$ cat src/hdl/pab_pkg.sv
package pab_pkg;

   // Color lanes: red, green, blue
   localparam int LANES = 3;

   // Byte address width of the CSR port (5 registers at 4*i)
   localparam int CSR_AW = 5;

   // blend_mode codes
   localparam logic [2:0] MODE_COPY     = 3'd0;
   localparam logic [2:0] MODE_SPRITE   = 3'd1;
   localparam logic [2:0] MODE_PREMUL   = 3'd2;
   localparam logic [2:0] MODE_STRAIGHT = 3'd3;
   localparam logic [2:0] MODE_MASKED   = 3'd4;
   localparam logic [2:0] MODE_PMSRC    = 3'd5;

   // register indexes (paddr[4:2])
   localparam logic [2:0] REG_MODE       = 3'd0;
   localparam logic [2:0] REG_MASK_RED   = 3'd1;
   localparam logic [2:0] REG_MASK_GREEN = 3'd2;
   localparam logic [2:0] REG_MASK_BLUE  = 3'd3;
   localparam logic [2:0] REG_MASK_ALPHA = 3'd4;

   // reset values
   localparam logic [2:0] MODE_RESET = MODE_STRAIGHT;
   localparam logic [7:0] MASK_RESET = 8'hFF;

   typedef struct packed {
      logic [7:0] dst_red;
      logic [7:0] dst_green;
      logic [7:0] dst_blue;
      logic [7:0] src_red;
      logic [7:0] src_green;
      logic [7:0] src_blue;
      logic [7:0] src_alpha;
   } req_word_type;

   typedef struct packed {
      logic [7:0] out_red;
      logic [7:0] out_green;
      logic [7:0] out_blue;
      logic       changed;
   } rsp_word_type;

   // per-word control carried alongside the lanes
   typedef struct packed {
      logic [2:0] mode;
      logic       a_zero;
      logic       a_full;
   } ctrl_type;

endpackage

$ cat src/hdl/pixel_alpha_blend_unit.sv
// Pixel alpha blend unit: composites one source RGB pixel with alpha over one
// destination RGB pixel per word. Three color lanes run side by side, each a
// two-stage multiply pipeline (mask scale, then destination/source weighting),
// and a merge stage packs the channels and the changed flag into the output
// register. Throughput is one word per clock unless the output stalls; an
// accepted req passes the stage 1, stage 2 and output registers to rsp_valid.
// The whole pipeline holds only when the output register is full and rsp_stall
// is high, so req_stall is exactly that condition. blend_mode and the mask
// registers are read live and must only be written while no word is in flight.
module pixel_alpha_blend_unit
   import pab_pkg::*;
(
   input  logic              clock,
   input  logic              reset,
   // input words
   input  logic              req_valid,
   output logic              req_stall,
   input  req_word_type      req_data,
   // result words
   output logic              rsp_valid,
   input  logic              rsp_stall,
   output rsp_word_type      rsp_data,
   // APB register port
   input  logic              psel,
   input  logic              penable,
   input  logic              pwrite,
   input  logic [CSR_AW-1:0] paddr,
   input  logic [31:0]       pwdata,
   output logic [31:0]       prdata,
   output logic              pready
);

   // config registers
   logic [2:0] blend_mode_ff;
   logic [7:0] mask_red_ff, mask_green_ff, mask_blue_ff, mask_alpha_ff;
   logic [2:0] reg_index;
   logic       csr_wr;

   // pipeline control
   logic       advance;
   logic       valid_s1_ff, valid_s2_ff;
   ctrl_type   ctrl_in, ctrl_s1_ff, ctrl_s2_ff;

   // shared alpha path
   logic [15:0] alpha_prod;
   logic [7:0]  alpha_in, alpha_s1_ff;

   // lane wiring
   logic [7:0] dst_ch  [LANES];
   logic [7:0] src_ch  [LANES];
   logic [7:0] mask_ch [LANES];
   logic [7:0] res_ch  [LANES];

   // ---------------- register port ----------------
   assign pready    = 1'b1;
   assign reg_index = paddr[CSR_AW-1:2];
   assign csr_wr    = psel && penable && pwrite;

   always_ff @(posedge clock) begin
      if (reset) begin
         blend_mode_ff <= MODE_RESET;
         mask_red_ff   <= MASK_RESET;
         mask_green_ff <= MASK_RESET;
         mask_blue_ff  <= MASK_RESET;
         mask_alpha_ff <= MASK_RESET;
      end else if (csr_wr) begin
         case (reg_index)
            REG_MODE:       blend_mode_ff <= pwdata[2:0];
            REG_MASK_RED:   mask_red_ff   <= pwdata[7:0];
            REG_MASK_GREEN: mask_green_ff <= pwdata[7:0];
            REG_MASK_BLUE:  mask_blue_ff  <= pwdata[7:0];
            REG_MASK_ALPHA: mask_alpha_ff <= pwdata[7:0];
            default: ;  // unmapped: write dropped
         endcase
      end
   end

   always_comb begin
      case (reg_index)
         REG_MODE:       prdata = {29'd0, blend_mode_ff};
         REG_MASK_RED:   prdata = {24'd0, mask_red_ff};
         REG_MASK_GREEN: prdata = {24'd0, mask_green_ff};
         REG_MASK_BLUE:  prdata = {24'd0, mask_blue_ff};
         REG_MASK_ALPHA: prdata = {24'd0, mask_alpha_ff};
         default:        prdata = 32'd0;
      endcase
   end

   // ---------------- pipeline control ----------------
   // every stage moves together unless the output word is stuck
   assign advance   = !rsp_valid || !rsp_stall;
   assign req_stall = !advance;

   always_ff @(posedge clock) begin
      if (reset) begin
         valid_s1_ff <= 1'b0;
         valid_s2_ff <= 1'b0;
      end else if (advance) begin
         valid_s1_ff <= req_valid;
         valid_s2_ff <= valid_s1_ff;
      end
   end

   assign ctrl_in = '{mode:   blend_mode_ff,
                      a_zero: (req_data.src_alpha == 8'h00),
                      a_full: (req_data.src_alpha == 8'hFF)};

   // masked mode scales alpha before the lanes use it
   assign alpha_prod = {8'd0, req_data.src_alpha} * {8'd0, mask_alpha_ff};
   assign alpha_in   = (blend_mode_ff == MODE_MASKED) ? alpha_prod[15:8]
                                                       : req_data.src_alpha;

   always_ff @(posedge clock) begin
      if (advance) begin
         ctrl_s1_ff  <= ctrl_in;
         ctrl_s2_ff  <= ctrl_s1_ff;
         alpha_s1_ff <= alpha_in;
      end
   end

   // ---------------- color lanes ----------------
   assign dst_ch[0]  = req_data.dst_red;
   assign dst_ch[1]  = req_data.dst_green;
   assign dst_ch[2]  = req_data.dst_blue;
   assign src_ch[0]  = req_data.src_red;
   assign src_ch[1]  = req_data.src_green;
   assign src_ch[2]  = req_data.src_blue;
   assign mask_ch[0] = mask_red_ff;
   assign mask_ch[1] = mask_green_ff;
   assign mask_ch[2] = mask_blue_ff;

   for (genvar i = 0; i < LANES; i++) begin : g_lane
      pab_lane u_lane (
         .clock    (clock),
         .advance  (advance),
         .ctrl_s0  (ctrl_in),
         .ctrl_s2  (ctrl_s2_ff),
         .dst      (dst_ch[i]),
         .src      (src_ch[i]),
         .mask     (mask_ch[i]),
         .alpha_s1 (alpha_s1_ff),
         .result   (res_ch[i])
      );
   end

   // ---------------- merge / output register ----------------
   pab_merge u_merge (
      .clock     (clock),
      .reset     (reset),
      .advance   (advance),
      .valid_s2  (valid_s2_ff),
      .ctrl_s2   (ctrl_s2_ff),
      .red       (res_ch[0]),
      .green     (res_ch[1]),
      .blue      (res_ch[2]),
      .rsp_valid (rsp_valid),
      .rsp_data  (rsp_data)
   );

endmodule

$ cat src/hdl/pab_lane.sv
module pab_lane
   import pab_pkg::*;
(
   input  logic       clock,
   input  logic       advance,
   input  ctrl_type   ctrl_s0,
   input  ctrl_type   ctrl_s2,
   input  logic [7:0] dst,
   input  logic [7:0] src,
   input  logic [7:0] mask,
   input  logic [7:0] alpha_s1,
   output logic [7:0] result
);

   logic [15:0] smask_prod;
   logic [7:0]  seff_in;
   logic [7:0]  dst_s1_ff, src_s1_ff, seff_s1_ff;
   logic [8:0]  inv_alpha;
   logic [16:0] pd_in;
   logic [15:0] ps_in;
   logic [7:0]  dst_s2_ff, src_s2_ff;
   logic [16:0] pd_s2_ff;
   logic [15:0] ps_s2_ff;
   logic [16:0] mix_sum;
   logic [8:0]  pm_sum;
   logic [7:0]  mix_val, pm_val;

   // stage 1: mask scaling of the source channel
   assign smask_prod = {8'd0, src} * {8'd0, mask};
   assign seff_in    = (ctrl_s0.mode == MODE_MASKED) ? smask_prod[15:8] : src;

   always_ff @(posedge clock) begin
      if (advance) begin
         dst_s1_ff  <= dst;
         src_s1_ff  <= src;
         seff_s1_ff <= seff_in;
      end
   end

   // stage 2: destination and source weighting
   assign inv_alpha = 9'd256 - {1'b0, alpha_s1};
   assign pd_in     = {9'd0, dst_s1_ff} * {8'd0, inv_alpha};
   assign ps_in     = {8'd0, seff_s1_ff} * {8'd0, alpha_s1};

   always_ff @(posedge clock) begin
      if (advance) begin
         dst_s2_ff <= dst_s1_ff;
         src_s2_ff <= src_s1_ff;
         pd_s2_ff  <= pd_in;
         ps_s2_ff  <= ps_in;
      end
   end

   // result select
   assign mix_sum = pd_s2_ff + {1'b0, ps_s2_ff};
   assign mix_val = mix_sum[15:8];
   assign pm_sum  = {1'b0, pd_s2_ff[15:8]} + {1'b0, src_s2_ff};
   assign pm_val  = pm_sum[8] ? 8'hFF : pm_sum[7:0];

   always_comb begin
      case (ctrl_s2.mode)
         MODE_COPY: begin
            result = src_s2_ff;
         end
         MODE_SPRITE: begin
            result = ctrl_s2.a_zero ? dst_s2_ff : src_s2_ff;
         end
         MODE_PREMUL: begin
            result = pm_val;
         end
         MODE_STRAIGHT: begin
            if (ctrl_s2.a_full) begin
               result = src_s2_ff;
            end else if (ctrl_s2.a_zero) begin
               result = dst_s2_ff;
            end else begin
               result = mix_val;
            end
         end
         MODE_MASKED: begin
            result = mix_val;
         end
         MODE_PMSRC: begin
            result = ps_s2_ff[15:8];
         end
         default: begin
            result = dst_s2_ff;
         end
      endcase
   end

endmodule

$ cat src/hdl/pab_merge.sv
module pab_merge
   import pab_pkg::*;
(
   input  logic         clock,
   input  logic         reset,
   input  logic         advance,
   input  logic         valid_s2,
   input  ctrl_type     ctrl_s2,
   input  logic [7:0]   red,
   input  logic [7:0]   green,
   input  logic [7:0]   blue,
   output logic         rsp_valid,
   output rsp_word_type rsp_data
);

   logic         valid_ff;
   rsp_word_type data_ff, data_in;
   logic         changed_in;

   // no write for transparent sprite/straight pixels or unused modes
   always_comb begin
      case (ctrl_s2.mode)
         MODE_SPRITE, MODE_STRAIGHT: changed_in = !ctrl_s2.a_zero;
         MODE_COPY, MODE_PREMUL, MODE_MASKED, MODE_PMSRC: changed_in = 1'b1;
         default: changed_in = 1'b0;
      endcase
   end

   assign data_in = '{out_red: red, out_green: green, out_blue: blue, changed: changed_in};

   always_ff @(posedge clock) begin
      if (reset) begin
         valid_ff <= 1'b0;
      end else if (advance) begin
         valid_ff <= valid_s2;
      end
   end

   always_ff @(posedge clock) begin
      if (advance) begin
         data_ff <= data_in;
      end
   end

   assign rsp_valid = valid_ff;
   assign rsp_data  = data_ff;

endmodule

$ cat config.mk
export PLATFORM = sky130hd
export DESIGN_NAME = pixel_alpha_blend_unit
export DESIGN_NICKNAME = d
export VERILOG_FILES = /design/src/hdl/pab_pkg.sv /design/src/hdl/pixel_alpha_blend_unit.sv /design/src/hdl/pab_lane.sv /design/src/hdl/pab_merge.sv
export SDC_FILE = /design/constraint.sdc
export NUM_CORES = 2
export LEC_CHECK = 0
export ABC_AREA = 1
export BUFFER_PORTS_ARGS = -buffer_cell sky130_fd_sc_hd__buf_4
export CORE_MARGIN = 4
export CORE_UTILIZATION = 35
export DETAILED_ROUTE_END_ITERATION = 10
export GPL_TIMING_DRIVEN = 0
export PLACE_DENSITY = 0.47
export SYNTH_ARGS = -nofsm -noshare
export SYNTH_HDL_FRONTEND = slang
export SYNTH_HIERARCHICAL = 1
export SYNTH_SLANG_ARGS = --single-unit
$ cat constraint.sdc
create_clock -name clock -period 9 [get_ports clock]
set_input_delay 0.45 -clock clock [delete_from_list [all_inputs] [get_ports clock]]
set_output_delay 0.45 -clock clock [all_outputs]
set_load 0.03 [all_outputs]
==> impl_metrics.tcl <==
set metrics [dict create \
    status "finished clean" \
    whs_ns 0.06060 \
    grt_usage 0.1860 \
    crit_arrival_ns 6.82 \
    cts_resized 0 \
    row_count 120 \
    ioPinCount 160 \
    place_area_mm2 0.04092 \
    syn_inst 4997 \
    synth-seq-cells 297 \
    ys_types 58 \
    total_power_mw 11.87 \
    ys_async_sr_fraction 0 \
    clk_latency_ns 0.60 \
    cp_slowest_stage_delay_ns 0.76 \
    yosysSeqAreaShare 0.2238 \
    num_vias 30921 \
    final.setup.tns_ns 0 \
    n_antenna_cell 0 \
    reg2reg_depth 22 \
    syn_avg_cell_area_um2 7.636 \
    synth_edf_count 259 \
    ir_worst_vdd_mv 0.1838 \
    synth_top_area_frac 0.2038 \
    area_growth_pct 11.59 \
    cts.sinks 297 \
    crit_chain "buf_6, clkbuf_1, inv_1, ha_1, nand2_1, xnor2_1, or2_2, fa_1, fa_1, inv_1, fa_1, inv_1, fa_1, inv_1, ha_1, nand2_1, o21ai_0, nand2_1, nand3_1, a21oi_1, o21bai_1, xor2_1" \
    r2r_slack_ns 2.58 \
    netlist_top_cells_area "edfxtp_1 20%, fa_1 20%, ha_1 14%, nand2_1 13%, inv_1 12%" \
    ant_nets 0 \
    yosys.area.top_type "edfxtp_1" \
    first_pass_iters 6 \
    relSlewSlack 0.2209 \
    crit_end "g_lane[1].u_lane/pd_s2_ff[14]$_DFFE_PP_" \
    fmax_mhz 155.7 \
    final_util 0.3955 \
    hold_violations 0 \
    fin_area_mm2 0.04258 \
    timing.rr.end "g_lane[1].u_lane/pd_s2_ff[14]$_DFFE_PP_" \
    avgViaCountPerCell 4.657 \
    cts_buffer_depth 3 \
    crit_path_end_kind "flop" \
    hp-class "in2reg" \
    worst_pin_slew_ns 1.169 \
    cts_tree "yes" \
    drcViolationCount 0 \
    antenna_found_initial 3 \
    cts_made_buffers 41 \
    finalCritPeriodShare 0.7138 \
    yosys_warnings 6 \
    layout_min_cycle_time_ns 6.424 \
    grt_max_degree 60 \
    dieArea_mm2 0.1144 \
    netlist_area_mm2 0.03816 \
    wl_um 104800 \
    worstSetupStartpoint "alpha_s1_ff[0]$_DFFE_PN_" \
    ys.flop_type "edfxtp_1" \
    clkTransAtPathRegs_ns 0.05 \
    p_leak_nw 23.89 \
    cts_max_level 2 \
    reg2reg_from "alpha_s1_ff[0]$_DFFE_PN_" \
    num-nets-final 6092 \
    powerDensity_mw_per_mm2 278.8 \
    grt_overflow_total 0 \
    fin_skew_ns 0.04031 \
    setup_viol 0 \
    cp_slowest_cell "xnor2_1" \
    die_h_um 338.2 \
    drive_above_1_share 0.05710 \
    drv_slew 0 \
    clock-root-buffer "clkbuf_16" \
    start_util 0.3544 \
    drtIter0Drc 1693 \
    maxCapViolations 0 \
    n_fill_cell 11217 \
    core_mm2 0.1077 \
    io_buffer_count 104 \
    routedWlPerCell_um 15.79 \
    routabilityCongestion 0.8822 \
    dp_hpwl_um 84780 \
    crit_type "reg2reg" \
    grt_pass1_vias 31563 \
    grt_pass1_wl_um 170700 \
    critPathRequiredTime_ns 9.40 \
    critical_path.max_fanout 10 \
    critical_path.startpoint_type "flop" \
    rsz0062_at_grt "no" \
    die_x_um 338.2 \
]
## area by class of cell
type / instances / area (um^2) / area share
repair buffers: 141 / 1239 / 0.02909
clock inverters: 20 / 226.5 / 0.005319
clock buffers: 55 / 1110 / 0.02606
multi-input cells: 3382 / 24480 / 0.5749
flip-flops and latches: 297 / 8538 / 0.2005
inverters: 1189 / 4463 / 0.1048
well taps: 1403 / 1755 / 0.04123
plain buffers: 152 / 769.5 / 0.01807
## how the worst min path moves through the flow
stage	slack, ns	endpoint	start	cells after the start
6_report	0.06	g_lane[0].u_lane/src_s1_ff[2]$_DFFE_PP_	req_data[26]	1
5_1_grt	0.02	g_lane[0].u_lane/src_s1_ff[2]$_DFFE_PP_	req_data[26]	1
3_5_place_dp	0.40	ctrl_s2_ff[3]$_DFFE_PN_	ctrl_s1_ff[3]$_DFFE_PN_	0
2_1_floorplan	0.40	ctrl_s2_ff[0]$_DFFE_PN_	ctrl_s1_ff[0]$_DFFE_PN_	0
4_1_cts	0.0006	g_lane[0].u_lane/src_s1_ff[2]$_DFFE_PP_	req_data[26]	1
3_3_place_gp	0.40	g_lane[0].u_lane/src_s2_ff[7]$_DFFE_PP_	g_lane[0].u_lane/src_s1_ff[7]$_DFFE_PP_	0
## through the flow
stage | setup WS [ns] | cells
after floorplan | 0.8870 | 5020
after global placement | -2.061 | 6527
after detailed placement | 2.536 | 6532
after CTS | 2.557 | 6639
after global routing | 2.250 | 6639
final | 2.576 | 6639
## cells in the mapped netlist, types with 10 or more instances
cell and number:
nand2_1 1367, inv_1 1176, ha_1 414, fa_1 374, nor2_1 341, edfxtp_1 259, nand3_1 204, a21oi_1 192
clkbuf_1 92, o21ai_0 81, xnor2_1 55, xor2_1 54, nand4_1 52, dfxtp_1 38, nor3_1 34, buf_4 30
a211oi_1 25, buf_2 21, or2_2 17, a31oi_1 15, o21bai_1 15, and2_1 12, a21o_1 11, nand2_2 10
## logic make-up after synthesis
| kind of cell | synth area share |
|---|---|
| AOI/OAI and AO/OA | 0.05492 |
| DFF | 0.2238 |
| buffers and inverters | 0.1371 |
| and+or+nand+nor | 0.2254 |
| xor gates and xnor gates | 0.02659 |
| adders and majority gates | 0.3320 |
| other | 0.0001968 |
## power by group
part           internal [mW]  switching, mW  leakage, nW
logic                   3.00           4.95         20.2
registers               2.02          0.259         3.05
clock network          0.984          0.658        0.645
## sequential cells by signal, indices dropped and copies added, names as in the netlist, 24 cells and up
register,flops
g_lane.u_lane/src_s1_ff,24
g_lane.u_lane/src_s2_ff,24
g_lane.u_lane/dst_s1_ff,24
u_merge/rsp_data,25
g_lane.u_lane/ps_s2_ff,48
g_lane.u_lane/dst_s2_ff,24
g_lane.u_lane/seff_s1_ff,24
g_lane.u_lane/pd_s2_ff,48
## worst max-delay path: cells and delay by family, from the launching register on
family,cells,cell delay (ns)
fa+ha+maj,6,2.52
xor+xnor,2,1.04
buf+inv,6,0.83
simple gates,5,0.67
flops,1,0.63
compound gates,3,0.54
## placed cells by master, fill, tap and decap left out, drive strengths merged, types with 17 or more instances in the layout
| master | Yosys | routed |
|---|---|---|
| o21ai | 87 | 87 |
| or2 | 18 | 18 |
| dlygate4sd3 | 0 | 32 |
| clkbuf | 92 | 147 |
| edfxtp | 259 | 259 |
| nand3 | 207 | 207 |
| nor3 | 43 | 43 |
| xor2 | 57 | 57 |
| nor2 | 354 | 354 |
| xnor2 | 55 | 55 |
| dfxtp | 38 | 38 |
| conb | 2 | 25 |
| a211oi | 25 | 25 |
| fa | 374 | 374 |
| inv | 1185 | 1186 |
| buf | 60 | 169 |
| nand2 | 1378 | 1378 |
| ha | 414 | 414 |
| a21oi | 192 | 192 |
| clkinv | 4 | 17 |
| nand4 | 52 | 52 |
## metal layers
| metal | track usage | wire length, um |
|---|---|---|
| met2 | 0.3197 | 49910 |
| met3 | 0.02361 | 3779 |
| met5 | 0 | 0 |
| met1 | 0.2495 | 48580 |
| met4 | 0.04438 | 2561 |
## timing repair
action                    4_1_cts  5_1_grt
hold endpoints to repair       32        0
hold buffers                   32        0
setup buffers                   0        0
Note: power is estimated with default switching activity, not from simulation.
